--- src/rtl/core/pixel_normalize_to_tensor_unit_assert.svh ---
// Assertion macros shared by the pixel normalizer RTL
`ifndef PIXEL_NORMALIZE_TO_TENSOR_UNIT_ASSERT_SVH
`define PIXEL_NORMALIZE_TO_TENSOR_UNIT_ASSERT_SVH

// same-cycle implication, checked outside reset
`define PNT_ASSERT_NOW(label, ante, cons) \
  label: assert property (@(posedge clk) disable iff (!rst_n) (ante) |-> (cons)) \
    else $error("assertion failed: ante -> cons");

// next-cycle implication, checked outside reset
`define PNT_ASSERT_NEXT(label, ante, cons) \
  label: assert property (@(posedge clk) disable iff (!rst_n) (ante) |=> (cons)) \
    else $error("assertion failed: ante => cons");

`endif

--- src/rtl/core/pnt_pkg.sv ---
// Types, constants and codes shared by the pixel normalizer modules
package pnt_pkg;

  localparam int IN_TDATA_W   = 8;
  localparam int VALUE_W      = 26;
  localparam int INDEX_W      = 24;
  localparam int OUT_TDATA_W  = 56;
  localparam int MODE_W       = 3;
  localparam int PLANE_W      = 23;
  localparam int MEAN_W       = 16;
  localparam int SCALE_W      = 17;
  localparam int CFG_ADDR_W   = 3;
  localparam int CFG_DATA_W   = 23;
  // wide enough for any effective plane size up to the parameter's top value
  localparam int PLANE_CALC_W = 25;
  localparam int DEF_MAX_PLANE_PIXELS = 4194304;

  typedef enum logic [MODE_W-1:0] {
    MODE_GRAY     = 3'd0,
    MODE_BGR_CHW  = 3'd1,
    MODE_BGR_HWC  = 3'd2,
    MODE_BGRA_CHW = 3'd3,
    MODE_BGRA_HWC = 3'd4
  } mode_t;

  typedef enum logic [CFG_ADDR_W-1:0] {
    REG_MODE       = 3'd0,
    REG_PLANE_SIZE = 3'd1,
    REG_MEAN_B     = 3'd2,
    REG_MEAN_G     = 3'd3,
    REG_MEAN_R     = 3'd4,
    REG_SCALE_B    = 3'd5,
    REG_SCALE_G    = 3'd6,
    REG_SCALE_R    = 3'd7
  } cfg_reg_t;

  typedef enum logic [1:0] {
    CHAN_B     = 2'd0,
    CHAN_G     = 2'd1,
    CHAN_R     = 2'd2,
    CHAN_ALPHA = 2'd3
  } chan_t;

  typedef struct packed {
    mode_t               mode;
    logic [PLANE_W-1:0]  plane_size;
    logic [MEAN_W-1:0]   mean_b;
    logic [MEAN_W-1:0]   mean_g;
    logic [MEAN_W-1:0]   mean_r;
    logic [SCALE_W-1:0]  scale_b;
    logic [SCALE_W-1:0]  scale_g;
    logic [SCALE_W-1:0]  scale_r;
  } cfg_t;

  typedef struct packed {
    logic               emit;
    chan_t              chan;
    logic [INDEX_W-1:0] index;
    logic               last;
  } seq_t;

endpackage

--- src/rtl/core/pixel_normalize_to_tensor_unit.sv ---
// Pixel normalizer top level: input register, sequencer, datapath, result register
// An input byte passes through the input register and then the result register to out_tvalid.
// Throughput: one source byte per cycle while out_tready takes results; the input
// and result registers let a new byte enter while a finished result waits for out_tready.
// Alpha bytes and bytes taken in an unsupported mode give no result.
// Reset (rst_n low, synchronous) clears both stages, the byte phase and the
// pixel counter, and loads mode 1, plane size 1, means 0 and scales 1.0.
module pixel_normalize_to_tensor_unit
  import pnt_pkg::*;
#(
  parameter int MAX_PLANE_PIXELS = DEF_MAX_PLANE_PIXELS
)(
  input  logic                   clk,
  input  logic                   rst_n,
  input  logic                   in_tvalid,
  output logic                   in_tready,
  input  logic [IN_TDATA_W-1:0]  in_tdata,    // [7:0] src_byte
  output logic                   out_tvalid,
  input  logic                   out_tready,
  output logic [OUT_TDATA_W-1:0] out_tdata,   // [25:0] out_value, [49:26] out_index, pad
  output logic                   out_tlast,   // frame_last
  input  logic                   cfg_wr_en,
  input  logic [CFG_ADDR_W-1:0]  cfg_addr,
  input  logic [CFG_DATA_W-1:0]  cfg_wr_data
);

  `include "pixel_normalize_to_tensor_unit_assert.svh"

  cfg_t cfg;
  seq_t seq;
  logic signed [VALUE_W-1:0] value;

  logic                  s1_valid_r, s1_valid_nxt;
  logic [IN_TDATA_W-1:0] s1_byte_r;
  logic                  out_valid_r, out_valid_nxt;
  logic [VALUE_W-1:0]    out_value_r;
  logic [INDEX_W-1:0]    out_index_r;
  logic                  out_last_r;

  logic in_fire;
  logic s1_fire;
  logic out_free;

  pnt_cfg_regs u_cfg (
    .clk         (clk),
    .rst_n       (rst_n),
    .cfg_wr_en   (cfg_wr_en),
    .cfg_addr    (cfg_addr),
    .cfg_wr_data (cfg_wr_data),
    .cfg         (cfg)
  );

  pnt_seq #(
    .MAX_PLANE_PIXELS (MAX_PLANE_PIXELS)
  ) u_seq (
    .clk   (clk),
    .rst_n (rst_n),
    .cfg   (cfg),
    .adv   (s1_fire),
    .seq   (seq)
  );

  pnt_norm u_norm (
    .cfg      (cfg),
    .chan     (seq.chan),
    .src_byte (s1_byte_r),
    .value    (value)
  );

  assign out_free  = !out_valid_r || out_tready;
  assign s1_fire   = s1_valid_r && out_free;
  assign in_tready = !s1_valid_r || s1_fire;
  assign in_fire   = in_tvalid && in_tready;

  always_comb begin
    s1_valid_nxt = s1_valid_r;
    if (in_fire) s1_valid_nxt = 1'b1;
    else if (s1_fire) s1_valid_nxt = 1'b0;

    out_valid_nxt = out_valid_r;
    if (s1_fire && seq.emit) out_valid_nxt = 1'b1;
    else if (out_tready) out_valid_nxt = 1'b0;
  end

  always_ff @(posedge clk) begin
    if (!rst_n) begin
      s1_valid_r  <= 1'b0;
      out_valid_r <= 1'b0;
    end else begin
      s1_valid_r  <= s1_valid_nxt;
      out_valid_r <= out_valid_nxt;
    end
  end

  always_ff @(posedge clk) begin
    if (in_fire) s1_byte_r <= in_tdata;
    if (s1_fire && seq.emit) begin
      out_value_r <= value;
      out_index_r <= seq.index;
      out_last_r  <= seq.last;
    end
  end

  assign out_tvalid = out_valid_r;
  assign out_tdata  = {{(OUT_TDATA_W-VALUE_W-INDEX_W){1'b0}}, out_index_r, out_value_r};
  assign out_tlast  = out_last_r;

  `PNT_ASSERT_NEXT(a_emit_loads_result, s1_fire && seq.emit, out_tvalid)
  `PNT_ASSERT_NOW(a_ready_when_result_empty, !out_valid_r, in_tready)
  `PNT_ASSERT_NEXT(a_dropped_byte_no_result, s1_fire && !seq.emit && out_valid_r, !out_tvalid)

endmodule

--- src/rtl/core/pnt_cfg_regs.sv ---
// Configuration register file of the pixel normalizer
module pnt_cfg_regs
  import pnt_pkg::*;
(
  input  logic                  clk,
  input  logic                  rst_n,
  input  logic                  cfg_wr_en,
  input  logic [CFG_ADDR_W-1:0] cfg_addr,
  input  logic [CFG_DATA_W-1:0] cfg_wr_data,
  output cfg_t                  cfg
);

  cfg_t cfg_r, cfg_nxt;

  always_comb begin
    cfg_nxt = cfg_r;
    if (cfg_wr_en) begin
      case (cfg_reg_t'(cfg_addr))
        REG_MODE:       cfg_nxt.mode       = mode_t'(cfg_wr_data[MODE_W-1:0]);
        REG_PLANE_SIZE: cfg_nxt.plane_size = cfg_wr_data[PLANE_W-1:0];
        REG_MEAN_B:     cfg_nxt.mean_b     = cfg_wr_data[MEAN_W-1:0];
        REG_MEAN_G:     cfg_nxt.mean_g     = cfg_wr_data[MEAN_W-1:0];
        REG_MEAN_R:     cfg_nxt.mean_r     = cfg_wr_data[MEAN_W-1:0];
        REG_SCALE_B:    cfg_nxt.scale_b    = cfg_wr_data[SCALE_W-1:0];
        REG_SCALE_G:    cfg_nxt.scale_g    = cfg_wr_data[SCALE_W-1:0];
        REG_SCALE_R:    cfg_nxt.scale_r    = cfg_wr_data[SCALE_W-1:0];
        default:        cfg_nxt = cfg_r;
      endcase
    end
  end

  always_ff @(posedge clk) begin
    if (!rst_n) begin
      cfg_r.mode       <= MODE_BGR_CHW;
      cfg_r.plane_size <= PLANE_W'(1);
      cfg_r.mean_b     <= '0;
      cfg_r.mean_g     <= '0;
      cfg_r.mean_r     <= '0;
      cfg_r.scale_b    <= SCALE_W'(65536);
      cfg_r.scale_g    <= SCALE_W'(65536);
      cfg_r.scale_r    <= SCALE_W'(65536);
    end else begin
      cfg_r <= cfg_nxt;
    end
  end

  assign cfg = cfg_r;

endmodule

--- src/rtl/core/pnt_seq.sv ---
// Byte phase and pixel counter, channel select and tensor index
module pnt_seq
  import pnt_pkg::*;
#(
  parameter int MAX_PLANE_PIXELS = DEF_MAX_PLANE_PIXELS
)(
  input  logic clk,
  input  logic rst_n,
  input  cfg_t cfg,
  input  logic adv,
  output seq_t seq
);

  localparam int CNT_W = (MAX_PLANE_PIXELS > 1) ? $clog2(MAX_PLANE_PIXELS) : 1;
  localparam logic [PLANE_CALC_W-1:0] MAX_P = PLANE_CALC_W'(MAX_PLANE_PIXELS);
  localparam int IDX_CALC_W = PLANE_CALC_W + 2;

  logic [1:0]       phase_r, phase_nxt;
  logic [CNT_W-1:0] count_r, count_nxt;

  logic [PLANE_CALC_W-1:0] plane_eff;
  logic [PLANE_CALC_W-1:0] pix;
  logic [PLANE_CALC_W-1:0] pix_inc;
  logic [PLANE_CALC_W-1:0] pix_next;
  logic                    last_pixel;
  logic [1:0]              phase;
  logic [1:0]              last_phase;
  logic                    planar;
  logic                    wrap;
  logic [IDX_CALC_W-1:0]   idx_calc;

  always_comb begin
    plane_eff = {{(PLANE_CALC_W-PLANE_W){1'b0}}, cfg.plane_size};
    if (plane_eff == '0) plane_eff = PLANE_CALC_W'(1);
    if (plane_eff > MAX_P) plane_eff = MAX_P;

    // count left past a shrunken plane restarts at zero
    pix = PLANE_CALC_W'(count_r);
    if (pix >= plane_eff) pix = '0;
    pix_inc    = pix + PLANE_CALC_W'(1);
    last_pixel = (pix_inc == plane_eff);
    pix_next   = last_pixel ? '0 : pix_inc;

    planar     = (cfg.mode == MODE_BGR_CHW) || (cfg.mode == MODE_BGRA_CHW);
    last_phase = ((cfg.mode == MODE_BGR_CHW) || (cfg.mode == MODE_BGR_HWC)) ? 2'd2 : 2'd3;
    phase      = phase_r;
    if (last_phase == 2'd2 && phase == 2'd3) phase = 2'd0;
    wrap       = (phase == last_phase);

    if (planar) begin
      case (phase)
        2'd0:    idx_calc = IDX_CALC_W'(pix);
        2'd1:    idx_calc = IDX_CALC_W'(plane_eff) + IDX_CALC_W'(pix);
        2'd2:    idx_calc = {1'b0, plane_eff, 1'b0} + IDX_CALC_W'(pix);
        default: idx_calc = '0;
      endcase
    end else begin
      idx_calc = {1'b0, pix, 1'b0} + IDX_CALC_W'(pix) + IDX_CALC_W'(phase);
    end

    phase_nxt = phase_r;
    count_nxt = count_r;
    seq.emit  = 1'b0;
    seq.chan  = CHAN_B;
    seq.index = '0;
    seq.last  = 1'b0;

    case (cfg.mode)
      MODE_GRAY: begin
        seq.emit  = 1'b1;
        seq.chan  = CHAN_B;
        seq.index = pix[INDEX_W-1:0];
        seq.last  = last_pixel;
        phase_nxt = 2'd0;
        count_nxt = CNT_W'(pix_next);
      end
      MODE_BGR_CHW, MODE_BGR_HWC, MODE_BGRA_CHW, MODE_BGRA_HWC: begin
        seq.emit  = (phase != 2'd3);
        seq.chan  = chan_t'(phase);
        seq.index = idx_calc[INDEX_W-1:0];
        seq.last  = last_pixel && (phase == 2'd2);
        phase_nxt = wrap ? 2'd0 : phase + 2'd1;
        count_nxt = wrap ? CNT_W'(pix_next) : CNT_W'(pix);
      end
      default: begin
        seq.emit  = 1'b0;
      end
    endcase
  end

  always_ff @(posedge clk) begin
    if (!rst_n) begin
      phase_r <= '0;
      count_r <= '0;
    end else if (adv) begin
      phase_r <= phase_nxt;
      count_r <= count_nxt;
    end
  end

endmodule

--- src/rtl/core/pnt_norm.sv ---
// Mean subtract and scale multiply for one channel byte
module pnt_norm
  import pnt_pkg::*;
(
  input  cfg_t                       cfg,
  input  chan_t                      chan,
  input  logic [IN_TDATA_W-1:0]      src_byte,
  output logic signed [VALUE_W-1:0]  value
);

  logic [MEAN_W-1:0]          mean;
  logic [SCALE_W-1:0]         scale;
  logic signed [MEAN_W+1:0]   diff;
  logic signed [MEAN_W+SCALE_W+2:0] prod;

  always_comb begin
    case (chan)
      CHAN_G: begin
        mean  = cfg.mean_g;
        scale = cfg.scale_g;
      end
      CHAN_R: begin
        mean  = cfg.mean_r;
        scale = cfg.scale_r;
      end
      default: begin
        mean  = cfg.mean_b;
        scale = cfg.scale_b;
      end
    endcase
  end

  // byte in Q8.8 minus mean, 18-bit signed
  assign diff = $signed({2'b00, src_byte, 8'h00}) - $signed({2'b00, mean});
  // both operands widened to the full product width before the multiply
  assign prod = $signed({{(SCALE_W+1){diff[MEAN_W+1]}}, diff}) *
                $signed({{(MEAN_W+3){1'b0}}, scale});
  // arithmetic shift by 8 then keep the low result bits
  assign value = prod[VALUE_W+7:8];

endmodule
--- config.mk ---
export PLATFORM = sky130hd
export DESIGN_NAME = pixel_normalize_to_tensor_unit
export DESIGN_NICKNAME = d
export VERILOG_FILES = /design/src/rtl/core/pnt_pkg.sv /design/src/rtl/core/pixel_normalize_to_tensor_unit.sv /design/src/rtl/core/pnt_cfg_regs.sv /design/src/rtl/core/pnt_seq.sv /design/src/rtl/core/pnt_norm.sv
export VERILOG_INCLUDE_DIRS = /design/src /design/src/rtl/core
export SDC_FILE = /design/constraint.sdc
export NUM_CORES = 1
export LEC_CHECK = 0
export BUFFER_PORTS_ARGS = -buffer_cell sky130_fd_sc_hd__clkbuf_2
export CAP_MARGIN = 10
export CORE_MARGIN = 10
export CORE_UTILIZATION = 50
export DETAILED_ROUTE_END_ITERATION = 16
export PLACE_DENSITY = 0.67
export SLEW_MARGIN = 20
export SYNTH_ARGS = -nofsm -noshare
export SYNTH_HDL_FRONTEND = slang
export SYNTH_SLANG_ARGS = --single-unit
--- constraint.sdc ---
create_clock -name clk -period 11.9 [get_ports clk]
set_input_delay 1.785 -clock clk [delete_from_list [all_inputs] [get_ports clk]]
set_output_delay 1.785 -clock clk [all_outputs]
set_load 0.005 [all_outputs]
# Word level (Yosys, flattened, before mapping)
# Cells that the tools add are included.
# op_classes
addsub,7
mul,1
div,0
n_lt_le_gt_ge,2
eq_ne,20
n_shift,0
muxes,20
bitwise,0
reduce_logical,28
# ops
cell,count
case mux 24 bit (3 select lines),1
2-to-1 mux 22 bit,3
case mux 27 bit (2 select lines),1
adder 23 x 22 -> 24 bit,2
2-to-1 mux 23 bit,2
case mux 22 bit (2 select lines),1
multiplier 17 x 18 -> 34 bit,1
case mux 17 bit (2 select lines),1
case mux 16 bit (2 select lines),1
adder 24 x 2 -> 24 bit,1
adder 24 x 22 -> 24 bit,1
2-to-1 mux 24 bit,1
adder 22 x 1 -> 23 bit (second input constant),1
== test 23 bit,1
greater-or-equal comparator 22 x 23 -> 1 bit,1
greater-than comparator 23 bit (second input constant),1
zero test 23 bit,1
AND reduction 2 bit,9
subtractor 16 x 16 -> 17 bit,1
== test 3 bit (second input constant),5
== test 3 x 2 -> 1 bit (second input constant),4
== test 2 bit (second input constant),4
== test 3 x 1 -> 1 bit (second input constant),2
zero test 3 bit,2
other kinds (14),30
# word_totals
reg_bits,210
latchBits,0
ram_bits,0
romBits,0
out_inout_bits,59
mem_count,0

# Logic depth before layout (Yosys ltp)
# Gate-level depths: netlist of the first run.
# logic_depth
ltp_word,14
mapped_depth,46
depth_no_buf,42

# Cells and area by module
# A second synthesis of the first run with hierarchy kept.
# unflattened
hier_cells,2806
area_unflattened_um2,24668.7
# by_module_without_submodules
module,instances,cells_per_inst,area_per_inst_um2
pnt_norm,1,1275,10695.3
pnt_seq,1,1012,7418.4
pnt_cfg_regs,1,440,4621.9
pixel_normalize_to_tensor_unit,1,79,1933.1

# Worst setup path after synthesis of the first run
# No wires, ideal clock.
# synth_timing
path_kind,reg-to-reg
from,register u_cfg.cfg_r (netlist bit u_cfg.cfg[122])
to,"register out_value_r[25], data pin"
setup_ps,260
arrival_ps,9331
setup_slack_ps,2309
path_stages_with_launch,44
cell_sequence,dfxtp_1 -> clkbuf_1 -> or2_2 -> clkbuf_1 -> nand2_1 -> and2_1 -> nand2_1 -> ha_1 -> buf_2 -> clkbuf_1 -> clkbuf_1 -> a221o_1 -> o21ai_0 -> ha_1 -> and4_1 -> a221o_1 -> a21oi_1 -> o21ai_1 -> [... 8 more ...] -> inv_1 -> fa_1 -> fa_1 -> fa_1 -> inv_1 -> fa_1 -> inv_1 -> ha_1 -> a21o_1 -> a21o_1 -> a21o_1 -> a31o_2 -> a31oi_1 -> nor3b_2 -> o21a_1 -> o22a_1 -> a21oi_1 -> xnor2_1
# synth_via
elab_chain_cells,11
# synth_lines
element,line,text
start: declaration,pnt_cfg_regs.sv:13,"cfg_t cfg_r, cfg_nxt;"
start signal: assignment,pnt_cfg_regs.sv:43,cfg_r <= cfg_nxt;
== test 3 x 1 -> 1 bit / == test 3 x 2 -> 1 bit (equally long branches),"pnt_seq.sv:45, pnt_seq.sv:68",
logical OR 1 bit,pnt_seq.sv:45,last_phase = ((cfg.mode == MODE_BGR_CHW) || (cfg.mode == MODE_BGR_HWC)) ? 2'd2 : 2'd3;
2-to-1 mux 1 bit,pnt_seq.sv:45,
== test 2 bit,pnt_seq.sv:47,if (last_phase == 2'd2 && phase == 2'd3) phase = 2'd0;
logical AND 1 bit,pnt_seq.sv:47,
2-to-1 mux 2 bit,pnt_seq.sv:47,
case mux 27 bit (2 select lines) (*),pnt_seq.sv:68,case (cfg.mode)
== test 2 bit / == test 2 x 1 -> 1 bit (equally long branches),pnt_norm.sv:17,case (chan)
case mux 16 bit (2 select lines),pnt_norm.sv:17,
subtractor 16 x 16 -> 17 bit,pnt_norm.sv:34,"assign diff = $signed({2'b00, src_byte, 8'h00}) - $signed({2'b00, mean});"
multiplier 17 x 18 -> 34 bit (*),pnt_norm.sv:36,"assign prod = $signed({{(SCALE_W+1){diff[MEAN_W+1]}}, diff}) *"
via u_norm.prod[33],pnt_norm.sv:14,logic signed [MEAN_W+SCALE_W+2:0] prod;
end signal: assignment,pixel_normalize_to_tensor_unit.sv:98,out_value_r <= value;
end: declaration,pixel_normalize_to_tensor_unit.sv:36,logic [VALUE_W-1:0] out_value_r;
# The timed path passes the listed nets; every way through them passes the cells marked *.
# A chain may end at the register's enable or synchronous reset.

# Final worst setup path of the first run
# Ends and elaborated chain as after synthesis.

==> results.cfg, run 1 <==
[outcome]
status = complete, no violations

[drt]
totalWireLength_um = 77200
wire_per_inst_um = 21.5
ant_nets = 0
drc = 0
via_per_inst = 5.95
drt_pass1_iterations = 5
vias = 21329
dr.first_iter.drc_count = 1889

[synthesis]
synth.ff_latch_count = 210
synth_top_area_cell = fa_1
syn_inst = 2898
yosysMostFrequentCell = nand2_1
async_flop_share_pct = 0
synth.distinct_cells = 91
synth_warnings = 0
synth_area_leaders = fa_1 19%, dfxtp_1 13%, ha_1 13%
synth_area_per_cell_um2 = 8.26
synth_common_cells = 550 x nand2_1, 343 x inv_1, 241 x ha_1, 227 x fa_1, 200 x nor2_1
ys.flop_type = dfxtp_1
ys_seq_area_share_pct = 20.0
synth-edff-count = 59
synth_top_area_share_pct = 19.0
syn-cell-area_um2 = 23900

[layout]
multi_input_area_um2 = 17400
area_growth_pct = 8.63
fin_nets = 3456
layout-drive-gt1-share_pct = 7.41
stdcell_count = 3585
seq_area_um2 = 4790
antennaDiodeCount = 0
fin_area_um2 = 26000
fillers = 4388

[hold_path]
holdCritStartpoint = u_cfg.cfg[8]
hp-class = register to register

[clocking]
post-cts-setup-buffers = 0
cts_sinks = 210
cts_made_buffers = 27
clkLatencyLatePin_ns = 0.61
tritoncts = done
cts_resized = 0
clockBufferDepth = 3
htreeDepth = 1
cts.clk_slew.worst_paths_ns = 0.07
root_buffer = clkbuf_16
holdBufCountCts = 0

[floorplan]
num_rows = 80
dieWidth_um = 239
dieArea_um2 = 57000
core_area_um2 = 47500
die_h_um = 239
start_util_pct = 50.3
io_pins = 98

[place]
place_inst = 3535
dpl_cell_area_um2 = 25000
hpwl_um = 60000
gp_congestion = 0.982
dp_worst_setup_slack_ns = 1.15
io_buffer_count = 91

[grt]
grt_pass1_wl_um = 120000
grtUsageTotal_pct = 26.7
gr-total-overflow = 0
grt_max_degree = 109
antenna_found_initial = 0
grt_pass1_vias = 21063

[sta]
grt_setup_unrepaired = false
clock-skew-final_ns = 0.0410
fmax_mhz = 91.5
setup_slack_ns = 0.973
drv_slew = 0
setup_viol = 0
min_period_over_period_pct = 91.8
finalSetupTns_ns = 0
finalHoldViolCount = 0
finalCriticalPeriod_ns = 10.93
worst_pin_slew_ns = 1.17
max_slew_margin_pct = 21.7

[power_and_ir_drop]
ir_drop_v = 0.000105
total_power_w = 0.00316
p_leak_nw = 12.1
pwr_density_cell_nw_per_um2 = 122

[critical_path]
cpPeakStageDelay_ns = 0.78
setup.worst_path.start_class = register
worstPathArrival_ns = 11.27
crit_fanout = 33
cp.required_ns = 12.25
slowest_stage = xor2_1
crit_type = register to register
end_kind = register
critPathLaunch = u_cfg.cfg[122]
r2r-start = u_cfg.cfg[122]
crit_path_frequent_cell = fa_1

[run]
cap_violations = 0
-- final cells by class --
| cell class | instances | area share [%] |
|---|---|---|
| multi-input combinational | 2222 | 66.8 |
| sequential | 210 | 18.4 |
| inverter | 349 | 5.04 |
| timing repair buffer | 139 | 3.15 |
| clock buffer | 39 | 3.13 |
| tap | 615 | 2.96 |
| clock inverter | 11 | 0.515 |
-- worst max-delay path: cells and delay by family, from the launching register on --
family | cells | cell delay [ns]
AOI/OAI and AO/OA | 13 | 2.86
xor gates and xnor gates | 2 | 0.86
adders and majority gates | 9 | 4.22
buffers and inverters | 5 | 0.44
DFF | 1 | 0.40
and+or+nand+nor | 9 | 1.88
-- logic make-up (layout without fill, tap and decap cells) --
logic type / after synthesis / after routing / share of synthesized area (%)
mux: 3 / 3 / 0.125
compound gates: 610 / 610 / 17.2
other cells: 1 / 6 / 0.0157
buf+inv: 471 / 538 / 7.66
xor+xnor: 127 / 127 / 4.76
flops: 210 / 210 / 20.0
fa+ha+maj: 469 / 469 / 31.6
simple gates: 1007 / 1007 / 18.5
-- metrics by stage --
stage	hold slack [ns]	util, %
global route	0.491	54.7
detailed placement	0.459	52.7
global placement	0.452	52.7
floorplan	0.438	-
finish	0.467	54.7
CTS	0.467	54.7
-- report_power, final --
group	internal [W]	total, W	switching, W	leakage (nW)
logic	0.000542	0.00144	0.000900	9.81
clock network	0.000521	0.000873	0.000352	0.468
registers	0.000825	0.000849	0.0000235	1.79
-- state kept, by name (all words and copies together) (netlist names) --
signal and count:
u_seq.count_r 22, s1_valid_r 1, u_seq.phase_r 2, out_value_r 26
u_cfg.cfg 125, out_tvalid 1, out_tlast 1, out_index_r 24
s1_byte_r 8
-- per-layer routing --
metal / wire (um) / GRT usage, % / up-vias
li1: - / - / 9754
met1: 33700 / 37.1 / 10409
met2: 33700 / 41.1 / 1007
met3: 7230 / 5.26 / 159
met4: 2580 / 7.94 / 0
met5: 0 / 0 / -
-- final timing paths --
| path | to | slack, ns | cells after the start |
|---|---|---|---|
| max | out_value_r[25] | 0.97 | 38 |
| min reg2reg | u_cfg.cfg[8] | 0.47 | 2 |
| max reg2reg | out_value_r[25] | 0.97 | 38 |
| min | u_cfg.cfg[8] | 0.47 | 2 |
-- cells in the final DEF (no fill, tap or decap), drive strengths merged, types with 7 or more instances in the layout --
cell type	instances
or3	8
edfxtp	59
and3	14
fa	227
o21bai	7
nor3	35
nand2b	22
nand2	550
nor3b	8
a22oi	29
xor2	36
o21a	37
a41oi	7
a221o	19
dfxtp	151
and4	7
a21boi	128
nor2b	29
o22ai	10
and2	47
xnor2	89
nand4	17
nand3	39
nor2	202
clkinv	7
a21o	35
ha	241
a31oi	21
buf	49
nor4	10
clkbuf	129
inv	351
o211ai	10
o21ai	127
a21oi	107
o31ai	9
No activity file was read; power rests on OpenSTA's default activity.
==> run 2, diff against run 1 <==
==> constraint.sdc (replaced) <==
create_clock -name clk -period 13.6 [get_ports clk]
set_input_delay 2.04 -clock clk [delete_from_list [all_inputs] [get_ports clk]]
set_output_delay 2.04 -clock clk [all_outputs]
set_load 0.005 [all_outputs]
==> results.cfg, run 2 (same netlist as run 1, synthesis figures left out) <==
[drt]
dr.first_iter.drc_count = 1982
drt_pass1_iterations = 7
via_per_inst = 5.92
drc = 0
totalWireLength_um = 77900
ant_nets = 0
wire_per_inst_um = 21.8
vias = 21171

[clocking]
htreeDepth = 1
clockBufferDepth = 3
cts_resized = 0
holdBufCountCts = 0
root_buffer = clkbuf_16
cts_sinks = 210
clkLatencyLatePin_ns = 0.58
tritoncts = done
cts.clk_slew.worst_paths_ns = 0.06
post-cts-setup-buffers = 0
cts_made_buffers = 26

[floorplan]
io_pins = 98
num_rows = 80
dieArea_um2 = 57000
die_h_um = 239
start_util_pct = 50.3
core_area_um2 = 47500
dieWidth_um = 239

[sta]
finalCriticalPeriod_ns = 12.16
min_period_over_period_pct = 89.4
setup_viol = 0
drv_slew = 0
grt_setup_unrepaired = false
finalHoldViolCount = 0
finalSetupTns_ns = 0
fmax_mhz = 82.2
worst_pin_slew_ns = 1.17
clock-skew-final_ns = 0.0224
max_slew_margin_pct = 22.3

[layout]
area_growth_pct = 8.14
final_cell_mix = 550 x nand2_1, 342 x inv_1, 240 x ha_1
stdcell_count = 3576
largest_reg_flops = 125
final_core_util_pct = 54.4
fin_nets = 3448
layout-drive-gt1-share_pct = 7.27
final_common_cell = nand2_1

[grt]
grtUsageTotal_pct = 26.8
grt_pass1_wl_um = 119000
grt_max_degree = 87
gr-total-overflow = 0
antenna_found_initial = 4
grt_pass1_vias = 20561

[place]
place_inst = 3528
hpwl_um = 61100
io_buffer_count = 91
gp_congestion = 0.991

[critical_path]
crit_fanout = 41
worstPathArrival_ns = 12.48
cpLargestDelayFamily = adder cells
end_kind = register
slowest_stage = ha_2
setup.worst_path.start_class = register
cp.buffers_inverters = 7
crit_type = register to register
cpPeakStageDelay_ns = 0.87
crit_path_frequent_cell = fa_1
cp.required_ns = 13.92

[run]
cap_violations = 0

[power_and_ir_drop]
ir_drop_v = 0.0000802
p_leak_nw = 12.0
pwr_density_cell_nw_per_um2 = 104

[hold_path]
hp-class = register to register

[outcome]
status = complete, no violations
==> run 2: changes by cell type in the layout (fill, tap and decap cells not counted), moves of 2 or more <==
cell,before,now
buf_4,49,42
clkbuf_16,29,26
diode_2,0,2
nor2_1,195,193
nor2_2,6,8
==> run 2: path summary, 6_finish.rpt <==
kind                   from              end  slack [ns]  depth (start not counted)
min reg2reg   u_cfg.cfg[97]    u_cfg.cfg[97]        0.46                          2
max          u_cfg.cfg[124]  out_value_r[25]        1.44                         38
min           u_cfg.cfg[97]    u_cfg.cfg[97]        0.46                          2
max reg2reg  u_cfg.cfg[124]  out_value_r[25]        1.44                         38
==> run 2: cell type report <==
class	instances	area, um2
Clock buffer	34	721
Antenna cell	2	5.00
Inverter	349	1310
Fill cell	4467	21700
Tap cell	615	769
Multi-Input combinational cell	2222	17400
Clock inverter	12	143
Timing Repair Buffer	132	766
Sequential cell	210	4790
==> run 2: per-stage QoR <==
step                total power, W  worst slack, ns  hold slack, ns  cell area (um2)
finish                     0.00270             1.44           0.459            25900
global route               0.00288            0.744           0.482            25900
CTS                        0.00270             1.56           0.463            25900
detailed placement         0.00197             1.62           0.455            25000
global placement           0.00195             2.11           0.450            25000
floorplan                  0.00159             4.01           0.438            24000
==> run 2: routing by layer <==
layer / routed length [um] / track usage (%) / vias to the layer above
met5: 24 / 0 / -
met4: 2010 / 7.17 / 4
met3: 8110 / 7.23 / 143
met2: 33000 / 39.6 / 951
met1: 34700 / 37.9 / 10331
li1: - / - / 9742
==> run 2: worst min-delay path, cell delays in order, from the launching register on <==
cell and delay (ns):
dfxtp_1 0.30, nand2_1 0.04, a21boi_0 0.06
==> run 2: power breakdown <==
| group | internal (W) | total (W) | switching [W] |
|---|---|---|---|
| clock | 0.000413 | 0.000710 | 0.000297 |
| sequential | 0.000722 | 0.000740 | 0.0000185 |
| combinational | 0.000469 | 0.00125 | 0.000777 |
==> run 3, diff against run 2 <==
--- a/config.mk
+++ b/config.mk
@@ -8,10 +8,12 @@
 export LEC_CHECK = 0
 export BUFFER_PORTS_ARGS = -buffer_cell sky130_fd_sc_hd__clkbuf_2
 export CAP_MARGIN = 10
+export CELL_PAD_IN_SITES_DETAIL_PLACEMENT = 0
+export CELL_PAD_IN_SITES_GLOBAL_PLACEMENT = 1
 export CORE_MARGIN = 10
 export CORE_UTILIZATION = 50
 export DETAILED_ROUTE_END_ITERATION = 16
-export PLACE_DENSITY = 0.67
+export PLACE_DENSITY_LB_ADDON = 0.1
 export SLEW_MARGIN = 20
 export SYNTH_ARGS = -nofsm -noshare
 export SYNTH_HDL_FRONTEND = slang
==> results.cfg, run 3 (same netlist as run 1, synthesis figures left out) <==
[grt]
grtUsageTotal_pct = 27.3
grt_max_degree = 77
gr-total-overflow = 0
grt_pass1_wl_um = 121000
grt_pass1_vias = 20847
antenna_found_initial = 1

[drt]
drt_pass1_iterations = 5
ant_nets = 0
totalWireLength_um = 78500
wire_per_inst_um = 21.9
vias = 20889
via_per_inst = 5.83
dr.first_iter.drc_count = 1567
drc = 0

[critical_path]
endpoint = out_value_r[25]
crit_path_frequent_cell = fa_1
cp.buffers_inverters = 7
end_kind = register
timing.rr.end = out_value_r[25]
worstRegToRegCells = 39
r2r_slack_ns = 1.71
cpPeakStageDelay_ns = 0.78
setup.worst_path.start_class = register
cpLargestDelayFamily = adder cells
crit_fanout = 36
worstPathArrival_ns = 12.22
r2r-start = u_cfg.cfg[124]
critPathLaunch = u_cfg.cfg[124]
crit_cells = 39
slowest_stage = ha_2
crit_type = register to register
cp.required_ns = 13.93

[layout]
largest_reg_flops = 125
final_core_util_pct = 54.6
fin_area_um2 = 26000
fin_nets = 3453
final_cell_mix = 550 x nand2_1, 342 x inv_1, 240 x ha_1
antennaDiodeCount = 0
final_common_cell = nand2_1
area_growth_pct = 8.49
layout-drive-gt1-share_pct = 7.15

[clocking]
holdBufCountCts = 0
clockBufferDepth = 3
clkLatencyLatePin_ns = 0.59
root_buffer = clkbuf_16
cts.clk_slew.worst_paths_ns = 0.06
cts_made_buffers = 27
cts_resized = 0
htreeDepth = 1
cts_sinks = 210
tritoncts = done
post-cts-setup-buffers = 0

[floorplan]
dieWidth_um = 239
core_area_um2 = 47500
num_rows = 80
io_pins = 98
start_util_pct = 50.3
dieArea_um2 = 57000
die_h_um = 239

[hold_path]
hp-class = register to register

[sta]
finalCriticalPeriod_ns = 11.89
grt_setup_unrepaired = false
fmax_mhz = 84.1
min_period_over_period_pct = 87.4
max_slew_margin_pct = 24.0
clock-skew-final_ns = 0.0160
finalHoldViolCount = 0
finalSetupTns_ns = 0
setup_viol = 0
drv_slew = 0
worst_pin_slew_ns = 1.13

[power_and_ir_drop]
pwr-share-seq_pct = 26.9
p_leak_nw = 12.0
pwr-share-comb_pct = 45.6
p_clk_share_pct = 27.6
pwr_density_cell_nw_per_um2 = 107
swShare_pct = 40.2
total_power_w = 0.00277
ir_drop_v = 0.0000964
p_sw_w = 0.00111
internal_power_w = 0.00166

[place]
hpwl_um = 61600
gp_congestion = 0.957
io_buffer_count = 91
dpl_cell_area_um2 = 25000

[outcome]
status = complete, no violations

[run]
cap_violations = 0
-- run 3: cell types whose count changed in the layout (fill, tap and decap cells not counted), moves of 3 or more --
| cell | delta |
|---|---|
| clkinv_4 | -3 |
| clkbuf_16 | +4 |
| clkbuf_8 | -3 |
| o21ai_1 | -4 |
| o21ai_0 | +5 |
| buf_4 | +4 |
| clkinv_1 | +5 |
-- run 3: how the worst min path moves through the flow --
stage	cells past startpoint	startpoint	to
after floorplan	2	u_cfg.cfg[34]	u_cfg.cfg[34]
after detailed placement	2	u_cfg.cfg[96]	u_cfg.cfg[96]
after global routing	2	u_cfg.cfg[94]	u_cfg.cfg[94]
final	2	u_cfg.cfg[4]	u_cfg.cfg[4]
after global placement	2	u_cfg.cfg[66]	u_cfg.cfg[66]
after CTS	2	u_cfg.cfg[96]	u_cfg.cfg[96]
-- run 3: through the flow --
| stage | cells | hold WS, ns | setup slack [ns] |
|---|---|---|---|
| after floorplan | 2903 | 0.438 | 4.01 |
| after global placement | 3532 | 0.451 | 2.32 |
| after detailed placement | 3532 | 0.456 | 1.89 |
| after CTS | 3582 | 0.465 | 1.85 |
| after global routing | 3582 | 0.477 | 1.03 |
| final | 3582 | 0.462 | 1.71 |
-- run 3: final cells by class --
cell class / count / area [um2]
Fill cell: 4447 / 21600
Multi-Input combinational cell: 2222 / 17400
Sequential cell: 210 / 4790
Inverter: 349 / 1310
Timing Repair Buffer: 136 / 796
Clock buffer: 36 / 783
Tap cell: 615 / 769
Clock inverter: 14 / 156
-- run 3: worst reg2reg max path, delay by kind of cell (launching register included) --
family | cells | cell delay [ns]
flip-flops | 1 | 0.71
AND/OR/NAND/NOR | 8 | 1.62
AO/OA/AOI/OAI | 13 | 2.75
buffers and inverters | 7 | 1.38
adder cells (fa/ha/maj) | 9 | 4.30
XOR/XNOR | 2 | 0.87
-- run 3: power by group through the flow --
stage                     clock (W)  combinational [W]  sequential [W]
after floorplan                   0           0.000836        0.000754
after global placement            0            0.00123        0.000758
after detailed placement          0            0.00125        0.000758
after CTS                  0.000780            0.00127        0.000745
after global routing       0.000803            0.00140        0.000750
final                      0.000764            0.00126        0.000744
-- run 3: metal layers --
layer | wire length (um) | track usage, % | up-vias
met3 | 4050 | 2.95 | 165
met5 | 0 | 0 | -
met1 | 32900 | 34.3 | 10277
met2 | 38400 | 47.3 | 672
li1 | - | - | 9775
met4 | 3170 | 10.5 | 0
